## config.mk

```make
export PLATFORM = sky130hd
export DESIGN_NAME = osc_message_parser_unit_flat
export DESIGN_NICKNAME = d
export VERILOG_FILES = /design/src/design/osc_mp_pkg.sv /design/src/design/osc_mp_byte_if.sv /design/src/design/osc_mp_res_if.sv /design/src/design/osc_message_parser_unit.sv /design/src/flat_wrapper.sv
export VERILOG_INCLUDE_DIRS = /design/src /design/src/design
export SDC_FILE = /design/constraint.sdc
export NUM_CORES = 1
export LEC_CHECK = 0
export BUFFER_PORTS_ARGS = -buffer_cell sky130_fd_sc_hd__buf_2
export CAP_MARGIN = 20
export CELL_PAD_IN_SITES_DETAIL_PLACEMENT = 0
export CELL_PAD_IN_SITES_GLOBAL_PLACEMENT = 2
export CORE_MARGIN = 4
export CORE_UTILIZATION = 43
export DETAILED_ROUTE_END_ITERATION = 6
export PLACE_DENSITY = 0.86
export SYNTH_ARGS = -nofsm -noshare
export SYNTH_HDL_FRONTEND = slang
export SYNTH_SLANG_ARGS = --single-unit
```

## constraint.sdc

```tcl
create_clock -name clk_i -period 4.9 [get_ports clk_i]
set_clock_uncertainty 0.1 [all_clocks]
set_input_delay 0.98 -clock clk_i [delete_from_list [all_inputs] [get_ports clk_i]]
set_output_delay 0.98 -clock clk_i [all_outputs]
set_load 0.005 [all_outputs]
```

## src/design/osc_message_parser_unit_macros.svh

```systemverilog
// ----------------------------------------------------------------------------
// Assertion macros for the OSC message parser
// Immediate-consequence and next-cycle checks, reset aware.
// ----------------------------------------------------------------------------
`ifndef OSC_MESSAGE_PARSER_UNIT_MACROS_SVH
`define OSC_MESSAGE_PARSER_UNIT_MACROS_SVH

// Consequent must hold in the same cycle as the antecedent.
`define OMP_ASSERT_IMP(lbl, clk, rst_n, ante, cons, msg) \
  lbl: assert property (@(posedge clk) disable iff (!(rst_n)) (ante) |-> (cons)) \
    else $error(msg);

// Consequent must hold in the cycle after the antecedent.
`define OMP_ASSERT_NXT(lbl, clk, rst_n, ante, cons, msg) \
  lbl: assert property (@(posedge clk) disable iff (!(rst_n)) (ante) |=> (cons)) \
    else $error(msg);

`endif

```

## src/design/osc_mp_pkg.sv

```systemverilog
`timescale 1ns / 1ps
// ----------------------------------------------------------------------------
// OSC message parser package
// Widths, character codes, result kinds, phases and record types.
// ----------------------------------------------------------------------------
package osc_mp_pkg;

  localparam int MAX_TAGS = 16;
  localparam int TAG_AW   = (MAX_TAGS > 1) ? $clog2(MAX_TAGS) : 1;
  localparam int TAG_CW   = $clog2(MAX_TAGS + 1);

  localparam int BYTE_W  = 8;
  localparam int KIND_W  = 4;
  localparam int VALUE_W = 32;
  localparam int ARG_W   = 5;
  localparam int WORD_W  = VALUE_W - BYTE_W;

  localparam int Q_DEPTH = 4;
  localparam int Q_AW    = $clog2(Q_DEPTH);
  localparam int Q_CW    = $clog2(Q_DEPTH + 1);

  localparam logic [BYTE_W-1:0] CH_INT   = 8'h69;  // 'i'
  localparam logic [BYTE_W-1:0] CH_FLOAT = 8'h66;  // 'f'
  localparam logic [BYTE_W-1:0] CH_STR   = 8'h73;  // 's'
  localparam logic [BYTE_W-1:0] CH_COMMA = 8'h2c;  // ','

  typedef enum logic [KIND_W-1:0] {
    KIND_ADDR_CHAR = 4'd0,
    KIND_ADDR_END  = 4'd1,
    KIND_INT       = 4'd2,
    KIND_FLOAT     = 4'd3,
    KIND_STR_CHAR  = 4'd4,
    KIND_STR_END   = 4'd5,
    KIND_MSG_END   = 4'd6,
    KIND_TRUNC     = 4'd7,
    KIND_TOO_MANY  = 4'd8
  } kind_e;

  typedef enum logic [2:0] {
    PH_ADDR      = 3'd0,
    PH_ADDR_PAD  = 3'd1,
    PH_TAG_FIRST = 3'd2,
    PH_TAGS      = 3'd3,
    PH_TAG_PAD   = 3'd4,
    PH_ARGS      = 3'd5,
    PH_ARG_PAD   = 3'd6,
    PH_DONE      = 3'd7
  } phase_e;

  typedef enum logic [1:0] {
    TAG_INT   = 2'd0,
    TAG_FLOAT = 2'd1,
    TAG_STR   = 2'd2
  } tag_e;

  // One known tag in the tag store: its type and its position in the tag string.
  typedef struct packed {
    tag_e              kind;
    logic [TAG_AW-1:0] idx;
  } tag_ent_t;

  typedef struct packed {
    kind_e              kind;
    logic [VALUE_W-1:0] value;
    logic [ARG_W-1:0]   arg_number;
    logic               last;
  } res_t;

endpackage

```

## src/design/osc_mp_byte_if.sv

```systemverilog
`timescale 1ns / 1ps
// ----------------------------------------------------------------------------
// OSC parser byte channel
// Valid/ready channel carrying one datagram byte per beat.
// ----------------------------------------------------------------------------
interface osc_mp_byte_if import osc_mp_pkg::*; ();

  logic              valid;
  logic              ready;
  logic [BYTE_W-1:0] data_byte;
  logic              end_of_datagram;

  modport source (
    output valid,
    output data_byte,
    output end_of_datagram,
    input  ready
  );

  modport sink (
    input  valid,
    input  data_byte,
    input  end_of_datagram,
    output ready
  );

endinterface

```

## src/design/osc_mp_res_if.sv

```systemverilog
`timescale 1ns / 1ps
// ----------------------------------------------------------------------------
// OSC parser result channel
// Valid/ready channel carrying one parse result per beat.
// ----------------------------------------------------------------------------
interface osc_mp_res_if import osc_mp_pkg::*; ();

  logic               valid;
  logic               ready;
  logic [KIND_W-1:0]  kind;
  logic [VALUE_W-1:0] value;
  logic [ARG_W-1:0]   arg_number;
  logic               last;

  modport source (
    output valid,
    output kind,
    output value,
    output arg_number,
    output last,
    input  ready
  );

  modport sink (
    input  valid,
    input  kind,
    input  value,
    input  arg_number,
    input  last,
    output ready
  );

endinterface

```

## src/design/osc_message_parser_unit.sv

```systemverilog
`timescale 1ns / 1ps
// ----------------------------------------------------------------------------
// OSC message parser
// Streams a datagram byte by byte and emits address characters, argument
// words and string characters, with end marks and error flags.
// ----------------------------------------------------------------------------
//  port    | dir | beat carries
//  --------+-----+------------------------------------------------------
//  in_i    | in  | data_byte, end_of_datagram
//  out_o   | out | kind, value, arg_number, last (0 to 2 beats per byte)
//
// One byte is taken per cycle while in_i.ready is high; a byte that yields two results needs two output
// beats, so sustained rate is one byte per cycle when at most one result per byte comes out and out_o.ready
// stays high, else set by the output port at one result per cycle.
// in_i.ready is high while the four-entry result queue has at least two free slots.
// The tag store is a 16-entry synchronous RAM read one entry ahead of the
// argument cursor, with write-to-read forwarding; no extra latency results.
// Reset is asynchronous and clears control state; the tag store is not swept.
// ----------------------------------------------------------------------------
`include "osc_message_parser_unit_macros.svh"

module osc_message_parser_unit import osc_mp_pkg::*; (
  input  logic          clk_i,
  input  logic          rst_ni,
  osc_mp_byte_if.sink   in_i,
  osc_mp_res_if.source  out_o
);

  // --------------------------------------------------------------------------
  // State
  // --------------------------------------------------------------------------
  phase_e             phase_q, phase_d, phase_n;
  logic [1:0]         pos_q, pos_d;
  logic [TAG_CW-1:0]  tcount_q, tcount_d;
  logic [TAG_CW-1:0]  kcount_q, kcount_d;
  logic [TAG_CW-1:0]  kcur_q, kcur_d, kcur_inc;
  logic [WORD_W-1:0]  word_q, word_d;
  logic               ovf_q, ovf_d;
  tag_ent_t           cur_q, cur_d, cur_n;

  tag_ent_t           tag_mem [MAX_TAGS];
  tag_ent_t           tag_rd_q;
  tag_ent_t           tag_wd;
  logic [TAG_AW-1:0]  tag_wa, tag_ra;
  logic               tag_we;

  res_t               q_mem [Q_DEPTH];
  logic [Q_AW-1:0]    q_wr_q, q_wr_d, q_rd_q, q_rd_d;
  logic [Q_CW-1:0]    q_cnt_q, q_cnt_d;

  // --------------------------------------------------------------------------
  // Byte decode
  // --------------------------------------------------------------------------
  logic [BYTE_W-1:0] byte_v;
  logic              eod, byte_acc, res_pop;
  logic              byte_nz, aligned, in_tags, tag_take, tag_room, tag_known;
  logic              over_hit, cur_str, from_tags, advance, seek, seek_ok;
  tag_e              tag_kind;

  assign byte_v   = in_i.data_byte;
  assign eod      = in_i.end_of_datagram;
  assign byte_acc = in_i.valid && in_i.ready;
  assign res_pop  = out_o.valid && out_o.ready;

  assign byte_nz   = byte_v != '0;
  assign aligned   = pos_q == 2'd3;
  assign in_tags   = (phase_q == PH_TAG_FIRST) || (phase_q == PH_TAGS);
  assign tag_take  = in_tags && byte_nz && !(phase_q == PH_TAG_FIRST && byte_v == CH_COMMA);
  assign tag_room  = tcount_q < TAG_CW'(MAX_TAGS);
  assign tag_known = (byte_v == CH_INT) || (byte_v == CH_FLOAT) || (byte_v == CH_STR);
  assign tag_kind  = (byte_v == CH_INT) ? TAG_INT : (byte_v == CH_FLOAT) ? TAG_FLOAT : TAG_STR;
  assign over_hit  = tag_take && !tag_room && !ovf_q;
  assign cur_str   = cur_q.kind == TAG_STR;
  assign kcur_inc  = kcur_q + 1'b1;

  // Argument list is entered from the tag string or the cursor steps on.
  assign from_tags = aligned && ((in_tags && !byte_nz) || phase_q == PH_TAG_PAD);
  assign advance   = aligned && ((phase_q == PH_ARGS && (!cur_str || !byte_nz)) ||
                                 phase_q == PH_ARG_PAD);
  assign seek      = from_tags || advance;
  assign seek_ok   = from_tags ? (kcount_q != '0) : (kcur_inc < kcount_q);
  assign cur_n     = advance ? tag_rd_q : cur_q;

  // --------------------------------------------------------------------------
  // Next phase
  // --------------------------------------------------------------------------
  always_comb begin
    phase_n = phase_q;
    case (phase_q)
      PH_ADDR: begin
        if (!byte_nz) phase_n = aligned ? PH_TAG_FIRST : PH_ADDR_PAD;
      end
      PH_ADDR_PAD: begin
        if (aligned) phase_n = PH_TAG_FIRST;
      end
      PH_TAG_FIRST, PH_TAGS: begin
        if (byte_nz) phase_n = PH_TAGS;
        else if (!aligned) phase_n = PH_TAG_PAD;
      end
      PH_ARGS: begin
        if (cur_str && !byte_nz && !aligned) phase_n = PH_ARG_PAD;
      end
      default: ;
    endcase
    if (seek) phase_n = seek_ok ? PH_ARGS : PH_DONE;

    phase_d = phase_q;
    if (byte_acc) phase_d = eod ? PH_ADDR : phase_n;
  end

  // --------------------------------------------------------------------------
  // Results of the current byte
  // --------------------------------------------------------------------------
  res_t       prim, mend, trunc, slot0, slot1;
  logic       prim_v, mend_v, trunc_v;
  logic [1:0] n_res, n_push;

  always_comb begin
    prim   = '0;
    prim_v = 1'b0;
    case (phase_q)
      PH_ADDR: begin
        prim_v     = 1'b1;
        prim.kind  = byte_nz ? KIND_ADDR_CHAR : KIND_ADDR_END;
        prim.value = VALUE_W'(byte_v);
      end
      PH_TAG_FIRST, PH_TAGS: begin
        prim_v    = over_hit;
        prim.kind = KIND_TOO_MANY;
      end
      PH_ARGS: begin
        prim.arg_number = ARG_W'(cur_q.idx);
        if (cur_str) begin
          prim_v     = 1'b1;
          prim.kind  = byte_nz ? KIND_STR_CHAR : KIND_STR_END;
          prim.value = VALUE_W'(byte_v);
        end else begin
          prim_v     = aligned;
          prim.kind  = (cur_q.kind == TAG_INT) ? KIND_INT : KIND_FLOAT;
          prim.value = {word_q, byte_v};
        end
      end
      default: ;
    endcase

    mend            = '0;
    mend_v          = seek && !seek_ok;
    mend.kind       = KIND_MSG_END;
    mend.arg_number = ARG_W'(tcount_q);

    trunc      = '0;
    trunc_v    = eod && phase_n != PH_DONE;
    trunc.kind = KIND_TRUNC;
    if (phase_n == PH_ARGS || phase_n == PH_ARG_PAD) trunc.arg_number = ARG_W'(cur_n.idx);

    slot0 = prim_v ? prim : (mend_v ? mend : trunc);
    slot1 = (prim_v && mend_v) ? mend : trunc;
    n_res = {1'b0, prim_v} + {1'b0, mend_v} + {1'b0, trunc_v};
    slot0.last = n_res == 2'd1;
    slot1.last = 1'b1;
    n_push = byte_acc ? n_res : 2'd0;
  end

  // --------------------------------------------------------------------------
  // Running state update
  // --------------------------------------------------------------------------
  assign tag_we = byte_acc && tag_take && tag_room && tag_known;
  assign tag_wa = TAG_AW'(kcount_q);
  assign tag_wd = '{kind: tag_kind, idx: TAG_AW'(tcount_q)};

  always_comb begin
    pos_d    = pos_q;
    tcount_d = tcount_q;
    kcount_d = kcount_q;
    kcur_d   = kcur_q;
    word_d   = word_q;
    ovf_d    = ovf_q;
    cur_d    = cur_q;
    if (byte_acc) begin
      pos_d = pos_q + 2'd1;
      if (tag_take && tag_room) tcount_d = tcount_q + 1'b1;
      if (tag_we) kcount_d = kcount_q + 1'b1;
      if (over_hit) ovf_d = 1'b1;
      if (advance) kcur_d = kcur_inc;
      if (phase_q == PH_ARGS && !cur_str) begin
        word_d = aligned ? '0 : {word_q[WORD_W-BYTE_W-1:0], byte_v};
      end
      // Entry 0 goes straight to the cursor register; later ones come from the RAM.
      if (tag_we && kcount_q == '0) cur_d = tag_wd;
      else if (advance) cur_d = tag_rd_q;
      if (eod) begin
        pos_d    = '0;
        tcount_d = '0;
        kcount_d = '0;
        kcur_d   = '0;
        word_d   = '0;
        ovf_d    = 1'b0;
      end
    end
  end

  // Prefetch the entry after the cursor.
  assign tag_ra = TAG_AW'(kcur_d + 1'b1);

  always_ff @(posedge clk_i or negedge rst_ni) begin
    if (!rst_ni) begin
      phase_q  <= PH_ADDR;
      pos_q    <= '0;
      tcount_q <= '0;
      kcount_q <= '0;
      kcur_q   <= '0;
      word_q   <= '0;
      ovf_q    <= 1'b0;
    end else begin
      phase_q  <= phase_d;
      pos_q    <= pos_d;
      tcount_q <= tcount_d;
      kcount_q <= kcount_d;
      kcur_q   <= kcur_d;
      word_q   <= word_d;
      ovf_q    <= ovf_d;
    end
  end

  always_ff @(posedge clk_i) begin
    cur_q <= cur_d;
  end

  // Tag store: one write and one registered read per cycle, write forwarded.
  always_ff @(posedge clk_i) begin
    if (tag_we) tag_mem[tag_wa] <= tag_wd;
    if (tag_we && tag_wa == tag_ra) tag_rd_q <= tag_wd;
    else tag_rd_q <= tag_mem[tag_ra];
  end

  // --------------------------------------------------------------------------
  // Result queue
  // --------------------------------------------------------------------------
  assign in_i.ready = q_cnt_q <= Q_CW'(Q_DEPTH - 2);

  always_comb begin
    q_wr_d  = q_wr_q + Q_AW'(n_push);
    q_rd_d  = res_pop ? q_rd_q + 1'b1 : q_rd_q;
    q_cnt_d = q_cnt_q + Q_CW'(n_push) - Q_CW'(res_pop);
  end

  always_ff @(posedge clk_i or negedge rst_ni) begin
    if (!rst_ni) begin
      q_wr_q  <= '0;
      q_rd_q  <= '0;
      q_cnt_q <= '0;
    end else begin
      q_wr_q  <= q_wr_d;
      q_rd_q  <= q_rd_d;
      q_cnt_q <= q_cnt_d;
    end
  end

  always_ff @(posedge clk_i) begin
    if (n_push != 2'd0) q_mem[q_wr_q] <= slot0;
    if (n_push == 2'd2) q_mem[Q_AW'(q_wr_q + 1'b1)] <= slot1;
  end

  assign out_o.valid      = q_cnt_q != '0;
  assign out_o.kind       = q_mem[q_rd_q].kind;
  assign out_o.value      = q_mem[q_rd_q].value;
  assign out_o.arg_number = q_mem[q_rd_q].arg_number;
  assign out_o.last       = q_mem[q_rd_q].last;

  // --------------------------------------------------------------------------
  // Assertions
  // --------------------------------------------------------------------------
  `OMP_ASSERT_IMP(a_cursor_in_range, clk_i, rst_ni, phase_q == PH_ARGS || phase_q == PH_ARG_PAD, kcur_q < kcount_q, "argument cursor past known tags")
  `OMP_ASSERT_IMP(a_known_le_all, clk_i, rst_ni, 1'b1, kcount_q <= tcount_q, "known tag count above tag count")
  `OMP_ASSERT_IMP(a_queue_bound, clk_i, rst_ni, 1'b1, q_cnt_q <= Q_CW'(Q_DEPTH), "result queue overrun")
  `OMP_ASSERT_NXT(a_eod_clears, clk_i, rst_ni, byte_acc && eod, phase_q == PH_ADDR && pos_q == 2'd0 && tcount_q == '0, "parser not cleared after datagram end")

endmodule
```

## src/flat_wrapper.sv

```systemverilog
// flat-port wrapper written by rule: the top's interface ports become plain ports
module osc_message_parser_unit_flat import osc_mp_pkg::*;
  (clk_i, rst_ni, in_i_valid, in_i_data_byte, in_i_end_of_datagram, in_i_ready, out_o_valid, out_o_kind, out_o_value, out_o_arg_number, out_o_last, out_o_ready);
  osc_mp_byte_if in_i_i ();
  osc_mp_res_if out_o_i ();
  input  logic clk_i;
  input  logic rst_ni;
  input wire logic [$bits(in_i_i.valid)-1:0] in_i_valid;
  input wire logic [$bits(in_i_i.data_byte)-1:0] in_i_data_byte;
  input wire logic [$bits(in_i_i.end_of_datagram)-1:0] in_i_end_of_datagram;
  output wire logic [$bits(in_i_i.ready)-1:0] in_i_ready;
  output wire logic [$bits(out_o_i.valid)-1:0] out_o_valid;
  output wire logic [$bits(out_o_i.kind)-1:0] out_o_kind;
  output wire logic [$bits(out_o_i.value)-1:0] out_o_value;
  output wire logic [$bits(out_o_i.arg_number)-1:0] out_o_arg_number;
  output wire logic [$bits(out_o_i.last)-1:0] out_o_last;
  input wire logic [$bits(out_o_i.ready)-1:0] out_o_ready;
  assign in_i_i.valid = in_i_valid;
  assign in_i_i.data_byte = in_i_data_byte;
  assign in_i_i.end_of_datagram = in_i_end_of_datagram;
  assign in_i_ready = in_i_i.ready;
  assign out_o_valid = out_o_i.valid;
  assign out_o_kind = out_o_i.kind;
  assign out_o_value = out_o_i.value;
  assign out_o_arg_number = out_o_i.arg_number;
  assign out_o_last = out_o_i.last;
  assign out_o_i.ready = out_o_ready;
  osc_message_parser_unit u_core (.clk_i(clk_i), .rst_ni(rst_ni), .in_i(in_i_i), .out_o(out_o_i));
endmodule
```

# ---- After elaboration in Yosys (flattened, before gate mapping)
# Memory sizes are Yosys's and may differ from the RTL's. A register that Yosys moved wholly into a read port is not among the register bits.
# Index checks and enable logic that the tools add are counted.
dict set report word_totals {
  elab_cells 149
  inputBits 13
  reg_bits 58
  memories 2
  out_inout_bits 44
  ram_bits 264
}
dict set report classes {
  n_lt_le_gt_ge 3
  n_reduce_logical 55
  muxes 48
  addsub 12
  n_eq_ne 17
}
# name words width read_ports rd_clocked_by_memory_dff write_ports line_no
set memory_table {}
lappend memory_table {u_core.q_mem 4 42 1 0 2 osc_message_parser_unit.sv:47} ;# res_t q_mem [Q_DEPTH];
lappend memory_table {u_core.tag_mem 16 6 1 1 1 osc_message_parser_unit.sv:41} ;# tag_ent_t tag_mem [MAX_TAGS];
# cell n
set op_table {}
lappend op_table {{2-to-1 mux 39 bit} 2}
lappend op_table {{2-to-1 mux 24 bit} 3}
lappend op_table {{case mux 32 bit (2 select lines)} 1}
lappend op_table {{2-to-1 mux 42 bit} 1}
lappend op_table {{2-to-1 mux 36 bit} 1}
lappend op_table {{2-to-1 mux 5 bit} 7}
lappend op_table {{equality test 8 x 7 -> 1 bit, second input constant} 3}
lappend op_table {{logical AND 1 bit} 22}
lappend op_table {{2-to-1 mux 3 bit} 7}
lappend op_table {{adder 5 x 1 -> 5 bit, second input constant} 3}
lappend op_table {{equality test 3 bit, second input constant} 5}
lappend op_table {{2-to-1 mux 1 bit} 13}
lappend op_table {{2-to-1 mux 2 bit} 6}
lappend op_table {{2-to-1 mux 6 bit} 2}
lappend op_table {{case mux 3 bit (4 select lines)} 1}
lappend op_table {{case mux 4 bit (3 select lines)} 1}
lappend op_table {{nonzero test 2 bit} 6}
lappend op_table {{AND reduction 2 bit} 5}
lappend op_table {{equality test 8 x 6 -> 1 bit, second input constant} 1}
lappend op_table {{logical OR 1 bit} 8}
lappend op_table {{2-to-1 mux 4 bit} 2}
lappend op_table {{nonzero test 8 bit} 1}
lappend op_table {{logical NOT 1 bit} 7}
lappend op_table {{adder 2 x 1 -> 2 bit, second input constant} 3}
lappend op_table {{21 further kinds} 24}

# ---- Logic depth before layout (Yosys ltp)
# Gate-level depths: netlist of the first run.
dict set report logic_depth {
  ltp_word 15
  depth_mapped 19
}

# ---- Worst setup path after synthesis of the first run
# OpenSTA, ideal clock, no wires.
dict set report synth_path {
  path_type {input to register}
  start {in in_i_data_byte[1]}
  end {mem u_core.q_mem[0][17] in the netlist's numbering}
  required_ns 4.683
  path_slack_ns -0.187
  cell_stages 17
  setup_time_ns 0.117
  arrival_time_ns 4.870
  path_cell_list {clkbuf_1 > or4_4 > or3_1 > buf_6 > a221oi_4 > a22o_4 > buf_6 > nor2_1 > nor2_1 > nor2_1 > fa_1 > clkbuf_1 > o21ai_0 > nor3_1 > nor2_1 > clkbuf_1 > a22o_1}
}
# item line_no
set synth_rtl {}
lappend synth_rtl {{from (decl)} flat_wrapper.sv:9} ;# input wire logic [$bits(in_i_i.data_byte)-1:0] in_i_data_byte;
lappend synth_rtl {{to (decl)} osc_message_parser_unit.sv:47}

==> results of run 1 <==
-- area by class of cell --
cell class	count	area [sq um]	share of cell area, %
timing repair buffer	107	713	4.48
multi-input combinational	637	5340	33.5
sequential	326	8050	50.6
clock buffer	51	1050	6.59
inverter	21	78.8	0.495
clock inverter	12	181	1.14
tap	402	503	3.16
-- sequential cells by signal, indices dropped and copies added, names as in the netlist, named ones only --
name,flops
u_core.cur_q,6
u_core.kcount_q,5
u_core.kcur_q,5
u_core.ovf_q,1
u_core.phase_q,3
u_core.pos_q,2
u_core.q_cnt_q,3
u_core.q_mem,168
u_core.q_rd_q,2
u_core.q_wr_q,2
u_core.tag_mem,96
u_core.tcount_q,5
u_core.word_q,24
-- worst max-delay path, delay by kind of cell --
kind | cells | cell delay, ps
adder cells (fa/ha/maj) | 1 | 560
AND/OR/NAND/NOR | 7 | 1800
buffers and inverters | 2 | 390
AO/OA/AOI/OAI | 4 | 910
-- cell families after synthesis --
kind of cell / after synthesis / synth area share [%]
adder cells (fa/ha/maj): 18 / 1.75
flip-flops: 326 / 58.5
AND/OR/NAND/NOR: 257 / 8.45
XOR/XNOR: 15 / 0.954
buffers and inverters: 101 / 3.12
multiplexers: 77 / 11.4
AO/OA/AOI/OAI: 270 / 15.8
-- layout by cell type, fill, tap and decap left out, drive strengths merged, types with 20 or more instances in the layout --
cell type / synthesis / routed
a21oi: 20 / 20
nor2: 60 / 60
nand2: 111 / 111
a32o: 33 / 33
a22o: 106 / 106
buf: 26 / 107
edfxtp: 126 / 126
clkbuf: 54 / 51
dfxtp: 148 / 148
dfrtp: 52 / 52
nand3: 26 / 26
mux4: 64 / 64
inv: 21 / 24
o21ai: 46 / 46
-- Yosys cell counts (11+ instances only) --
master / count
a21oi_1: 20
a22o_1: 105
a32o_1: 33
buf_2: 16
clkbuf_1: 54
dfrtp_1: 52
dfxtp_1: 148
edfxtp_1: 126
ha_1: 16
inv_1: 21
mux2i_1: 13
mux4_2: 64
nand2_1: 111
nand3_1: 26
nor2_1: 59
nor3_1: 12
o21ai_0: 45
o221ai_1: 16
o22a_1: 11
-- power groups by stage --
stage / Clock [mW] / Sequential (mW) / Combinational, mW
after floorplan: 0 / 3.43 / 1.22
after global placement: 0 / 3.66 / 1.62
after detailed placement: 0 / 3.66 / 1.65
after CTS: 2.84 / 3.61 / 1.65
after global routing: 2.93 / 3.67 / 1.79
final: 2.79 / 3.61 / 1.62
-- per-stage QoR --
| step | instance area, sq um | hold slack (ps) | power [mW] |
|---|---|---|---|
| 2_1_floorplan | 13800 | 331 | 4.65 |
| 3_3_place_gp | 14700 | 341 | 5.28 |
| 3_5_place_dp | 14700 | 350 | 5.31 |
| 4_1_cts | 15900 | 364 | 8.10 |
| 5_1_grt | 15900 | 378 | 8.39 |
| 6_report | 15900 | 363 | 8.01 |
-- metal layers --
metal / wire [um] / track usage [%] / up-vias / share of wire [%]
li1: - / - / 4241 / -
met1: 14400 / 24.6 / 4639 / 43
met2: 17300 / 33.6 / 193 / 51
met3: 1220 / 2.71 / 58 / 3.6
met4: 799 / 5.66 / 2 / 2.4
met5: 13 / 0 / - / 0.039
-- worst min path at each step --
stage,from,to,slack (ps),cells after the start
floorplan,u_core.q_mem[2][0],u_core.q_mem[2][0],330,1
detailed placement,u_core.q_mem[3][7],u_core.q_mem[3][7],350,1
CTS,u_core.q_mem[3][7],u_core.q_mem[3][7],360,1
global placement,u_core.q_mem[2][0],u_core.q_mem[2][0],340,1
finish,u_core.q_mem[3][7],u_core.q_mem[3][7],360,1
global route,u_core.q_mem[2][0],u_core.q_mem[2][0],380,1
==> impl_results.md, run 1 <==
- Port bufs: 56
- Total GRT Usage: 19.1%
- Switch Pwr: 2.38 mW
- FFs w/ async S/R, synth: 16.0%
- Syn nets: 1095
- Post-Route WL: 33.7 mm
- Synth unique cells: 62
- Placed cells: 1493
- P&R area growth vs syn: 15.6%
- IO Count: 57
- CTS Buf Count: 35
- Power density over the cells: 504 mW/mm^2
- Clk sinks: 326
- CTS root buffer: clkbuf_16
- Slew Limit Fails: 0
- RSZ-0062 raised after global routing: no
- Ys Warns: 0
- Flop pwr share: 45.0%
- Vias in the first global route: 9276
- Post-CTS setup buffer count: 0
- Fin. Hold Viols: 0
- Synth Register Bits: 326
- Final core area utilization: 50.4%
- Clk_lat worst skew: 520 ps
- Post-route ant nets: 0
- Number of DRC violations after detailed-routing iteration 0: 712
- Max H-tree Level: 2
- Initial core utilization: 43.6%
- Worst Hold Class: flip-flop to flip-flop
- Endpoints failing setup: 0
- Int Power: 5.64 mW
- Die width: 187 um
- Sw Ratio: 29.7%
- Via count: 9133
- Top cells by area, synth: edfxtp_1 27%, dfxtp_1 22%, mux4_2 10%
- Post-synth EDFFs: 126
- Worst-Margin Slew: 1050 ps
- Post-route insts no fill: 1556
- Initial antenna violation count: 1
- Period utilization: 88.9%
- Start of the worst register-to-register path: u_core.kcur_q[0]
- Crit path required time: 5200 ps
- Worst slack at placement: -18.6 ps
- Sequential area share after synthesis: 58.5%
- Pin count of the biggest net entering global routing: 49
- GPL Wtd Cong: 0.836
- VDD IR max: 0.310 mV
- Status: completed
- Top cell by count, worst path: nor2_1
- TritonCTS clock tree: done
- PostCTS Resize Cnt: 0
- Mapped Area: 0.0138 sq mm
- CTS Buffer Depth: 3
- CP Capture Type: flip-flop
- Average size of a mapped cell: 12.9 sq um
- Crit path kind: input pin to flip-flop
- Critical path origin: in_i_data_byte[4]
- DR pass1 iterations: 7
- First-pass GRT wire length: 53.7 mm
- Yosys top cell area share: 27.5%
- Predominant post-synthesis flop cell: dfxtp_1
- Layout net count: 1159
- Maxcap violations: 0
- Die height: 187 um
- Critical-path top delay cell: or4_4
- Cts hold-fix bufs: 0
- Core ar.: 0.0316 sq mm
- Layout cell share with drive strength beyond 1: 22.1%
- CP Launch Type: input pin
- Worst reg-to-reg path cell count: 16
- CP Max Fanout: 33
- DP Wirelength: 21.8 mm
- Post-synth top area cell: edfxtp_1
- FMAX: 0.230 GHz
- Antenna cells: 0
- DRC viols: 0
- Final min period: 4360 ps
- Comb pwr share: 20.2%
- Via density: 5.87
- Clock share of power: 34.7%
- Routed len/inst: 21.7 um
- Leakage: 6.03 nW
- Clock transition at path regs: 60 ps
- Worst Path Arrival: 4650 ps
- Reg2Reg Setup Slack: 580 ps
- Final worst slack: 544 ps
- Grt ovf: 0
- RR Endpoint: u_core.q_mem[1][3]
- Slew HR: 29.9%
- Die ar.: 0.0349 sq mm
- Largest stage delay on the critical path: 570 ps
- Cell row count: 65
- Synth Instances: 1064
- Setup TNS: 0 ps
- Critical-path cell list: buf_2 > or4_4 > or3_1 > a221oi_4 > a22o_4 > nor2_1 > nor2_1 > nor2_1 > fa_1 > o21ai_1 > nor3_2 > nor2_2 > buf_4 > a22o_1
- CP Capture Point: u_core.q_mem[0][28]
- Fill cells: 2705
(Power assumes the default switching activity.)
==> run 2: changes to the inputs <==
CELL_PAD_IN_SITES_DETAIL_PLACEMENT = 1   (was 0)
CELL_PAD_IN_SITES_GLOBAL_PLACEMENT = 1   (was 2)
CORE_UTILIZATION = 45   (was 43)
PLACE_DENSITY = 0.79   (was 0.86)
==> impl_results.md, run 2 (synthesized netlist as in run 1, its figures left out) <==
- Initial core utilization: 46.1% (+2.5 points)
- Cell row count: 63 (-3.1%)
- CP Launch Type: input pin
- WHS: 332 ps (-30.5 ps)
- Post-CTS setup buffer count: 0 (unchanged)
- Crit path kind: input pin to flip-flop
- Dpl cell area: 0.0148 sq mm (+0.75%)
- Fill cells: 2968 (+9.7%)
- Cell area after layout: 0.0161 sq mm (+0.96%)
- PostCTS Resize Cnt: 0 (unchanged)
- Layout cell share with drive strength beyond 1: 23.1% (+1.0 points)
- Period utilization: 90.6% (+1.7 points)
- Vias in the first global route: 10338 (+11%)
- Number of DRC violations after detailed-routing iteration 0: 668 (-6.2%)
- Slew HR: 43.2% (+13 points)
- Endpoints failing setup: 0 (unchanged)
- Cts hold-fix bufs: 0 (unchanged)
- Commonest cells after routing, fill and taps aside: 147 x dfxtp_1, 126 x edfxtp_1, 111 x nand2_1
- Die height: 183 um (-2.2%)
- Leakage: 6.13 nW (+1.5%)
- Max reg flops: 168 (unchanged)
- Via density: 6.14 (+4.5%)
- Most common cell after layout, fill and taps aside: dfxtp_1
- Initial antenna violation count: 0 (-1)
- Max H-tree Level: 2 (unchanged)
- TritonCTS clock tree: done
- Top reg by flops: u_core.q_mem
- Worst Hold Class: input pin to asynchronous set/reset pin
- CTS Buffer Depth: 3 (unchanged)
- Comb pwr share: 20.8% (+0.6 points)
- Reg2Reg Setup Slack: 470 ps (-110 ps)
- DRC viols: 0 (unchanged)
- Maxcap violations: 0 (unchanged)
- FMAX: 0.225 GHz (-1.9%)
- Clk_lat worst skew: 530 ps (about the same)
- Total GRT Usage: 22.7% (+3.6 points)
- Setup TNS: 0 ps (unchanged)
- Worst Path Arrival: 4680 ps (+30 ps)
- Worst reg-to-reg path cell count: 16 (unchanged)
- DP Wirelength: 24.8 mm (+14%)
- Clk sinks: 326 (unchanged)
- First-pass GRT wire length: 59.9 mm (+12%)
- Pin count of the biggest net entering global routing: 49 (unchanged)
- Power density over the cells: 506 mW/mm^2 (+0.54%)
- CP Capture Type: flip-flop
- Grt ovf: 0 (unchanged)
- Layout net count: 1168 (+0.78%)
- IO Count: 57 (unchanged)
- Via count: 9536 (+4.4%)
- Flop pwr share: 44.9% (about the same)
- Start of the worst register-to-register path: u_core.kcur_q[0]
- Worst-Margin Slew: 852 ps (-198 ps)
- Die width: 183 um (-2.2%)
- DR pass1 iterations: 5 (-2)
- GPL Wtd Cong: 0.862 (+3.0%)
- Core ar.: 0.0299 sq mm (-5.3%)
- WL met3: 1.78 mm (+46%)
- Slew Limit Fails: 0 (unchanged)
- RR Endpoint: u_core.q_mem[1][3]
- Top flop regs: u_core.q_mem x168, u_core.tag_mem x96, u_core.word_q x24
- Die ar.: 0.0335 sq mm (-4.3%)
- Post-route ant nets: 0 (unchanged)
- Sw Ratio: 30.2% (+0.55 points)
- Highest Signal Layer: met4
- Final min period: 4440 ps (+82.2 ps)
- Antenna cells: 0 (unchanged)
- Status: completed
- RSZ-0062 raised after global routing: no
- WL met1: 15.2 mm (+5.7%)
- Fin. Hold Viols: 0 (unchanged)
- Port bufs: 56 (unchanged)
- Switch Pwr: 2.46 mW (+3.4%)
- Post-Route WL: 37.8 mm (+12%)
- Met2 WL: 19.7 mm (+14%)
- CTS Buf Count: 35 (unchanged)
- Clock transition at path regs: 60 ps (about the same)
- VDD IR max: 0.370 mV (+20%)
- Clock share of power: 34.4% (-0.3 points)
- CTS root buffer: clkbuf_16
- Crit path required time: 5140 ps (-60 ps)
- P&R area growth vs syn: 16.7%
- Routed len/inst: 24.3 um (+12%)
- CP Max Fanout: 6 (-82%)
- Int Power: 5.68 mW (+0.70%)
run 2: cell type report:
| class | instances | area (sq um) | area share (%) |
|---|---|---|---|
| flip-flops and latches | 326 | 8050 | 50.1 |
| multi-input cells | 637 | 5340 | 33.2 |
| clock buffers | 49 | 1040 | 6.47 |
| repair buffers | 116 | 873 | 5.44 |
| well taps | 390 | 488 | 3.04 |
| clock inverters | 15 | 198 | 1.23 |
| inverters | 21 | 78.8 | 0.491 |
run 2: stage by stage:
| stage | total power [mW] | util, % | setup slack (ps) | std cells |
|---|---|---|---|---|
| 6_report | 8.14 | 53.8 | 462 | 1554 |
| 5_1_grt | 8.52 | 53.8 | 96.5 | 1554 |
| 4_1_cts | 8.18 | 53.7 | 447 | 1552 |
| 3_5_place_dp | 5.38 | 49.5 | -54.5 | 1488 |
| 3_3_place_gp | 5.29 | 49.5 | 40.1 | 1487 |
| 2_1_floorplan | 4.65 | - | 4.56 | 1064 |
run 2: worst max-delay path by stage:
stage                            from             endpoint  slack, ps  cells past startpoint
floorplan           in_i_data_byte[1]  u_core.q_mem[1][17]          5                     17
global placement    in_i_data_byte[6]  u_core.q_mem[1][26]         40                     15
detailed placement  in_i_data_byte[4]  u_core.q_mem[1][31]        -50                     15
CTS                  u_core.kcur_q[0]  u_core.q_mem[1][23]        450                     16
global route         u_core.kcur_q[0]   u_core.q_mem[1][3]        100                     16
finish              in_i_data_byte[4]   u_core.q_mem[1][3]        460                     15
run 2: per-layer routing:
layer | vias up | global-route usage [%]
met1 | 4933 | 28.0
met4 | 0 | 7.30
met3 | 87 | 3.39
li1 | 4249 | -
met5 | - | 0
met2 | 267 | 41.0
run 2: power by group through the flow:
stage,Combinational (mW),Clock (mW),Sequential (mW)
3_5_place_dp,1.68,0,3.70
2_1_floorplan,1.22,0,3.43
6_report,1.69,2.79,3.65
3_3_place_gp,1.62,0,3.67
4_1_cts,1.70,2.84,3.65
5_1_grt,1.86,2.95,3.71
run 2: critical path, stage by stage:
cell,delay (ps)
buf_2,100
or4_4,570
or3_1,440
buf_4,180
a21oi_1,140
a22oi_1,130
nor2_1,150
nor2_1,60
nor2_1,170
fa_1,480
buf_4,180
nor4_1,530
a21oi_1,180
buf_4,190
o221ai_1,200
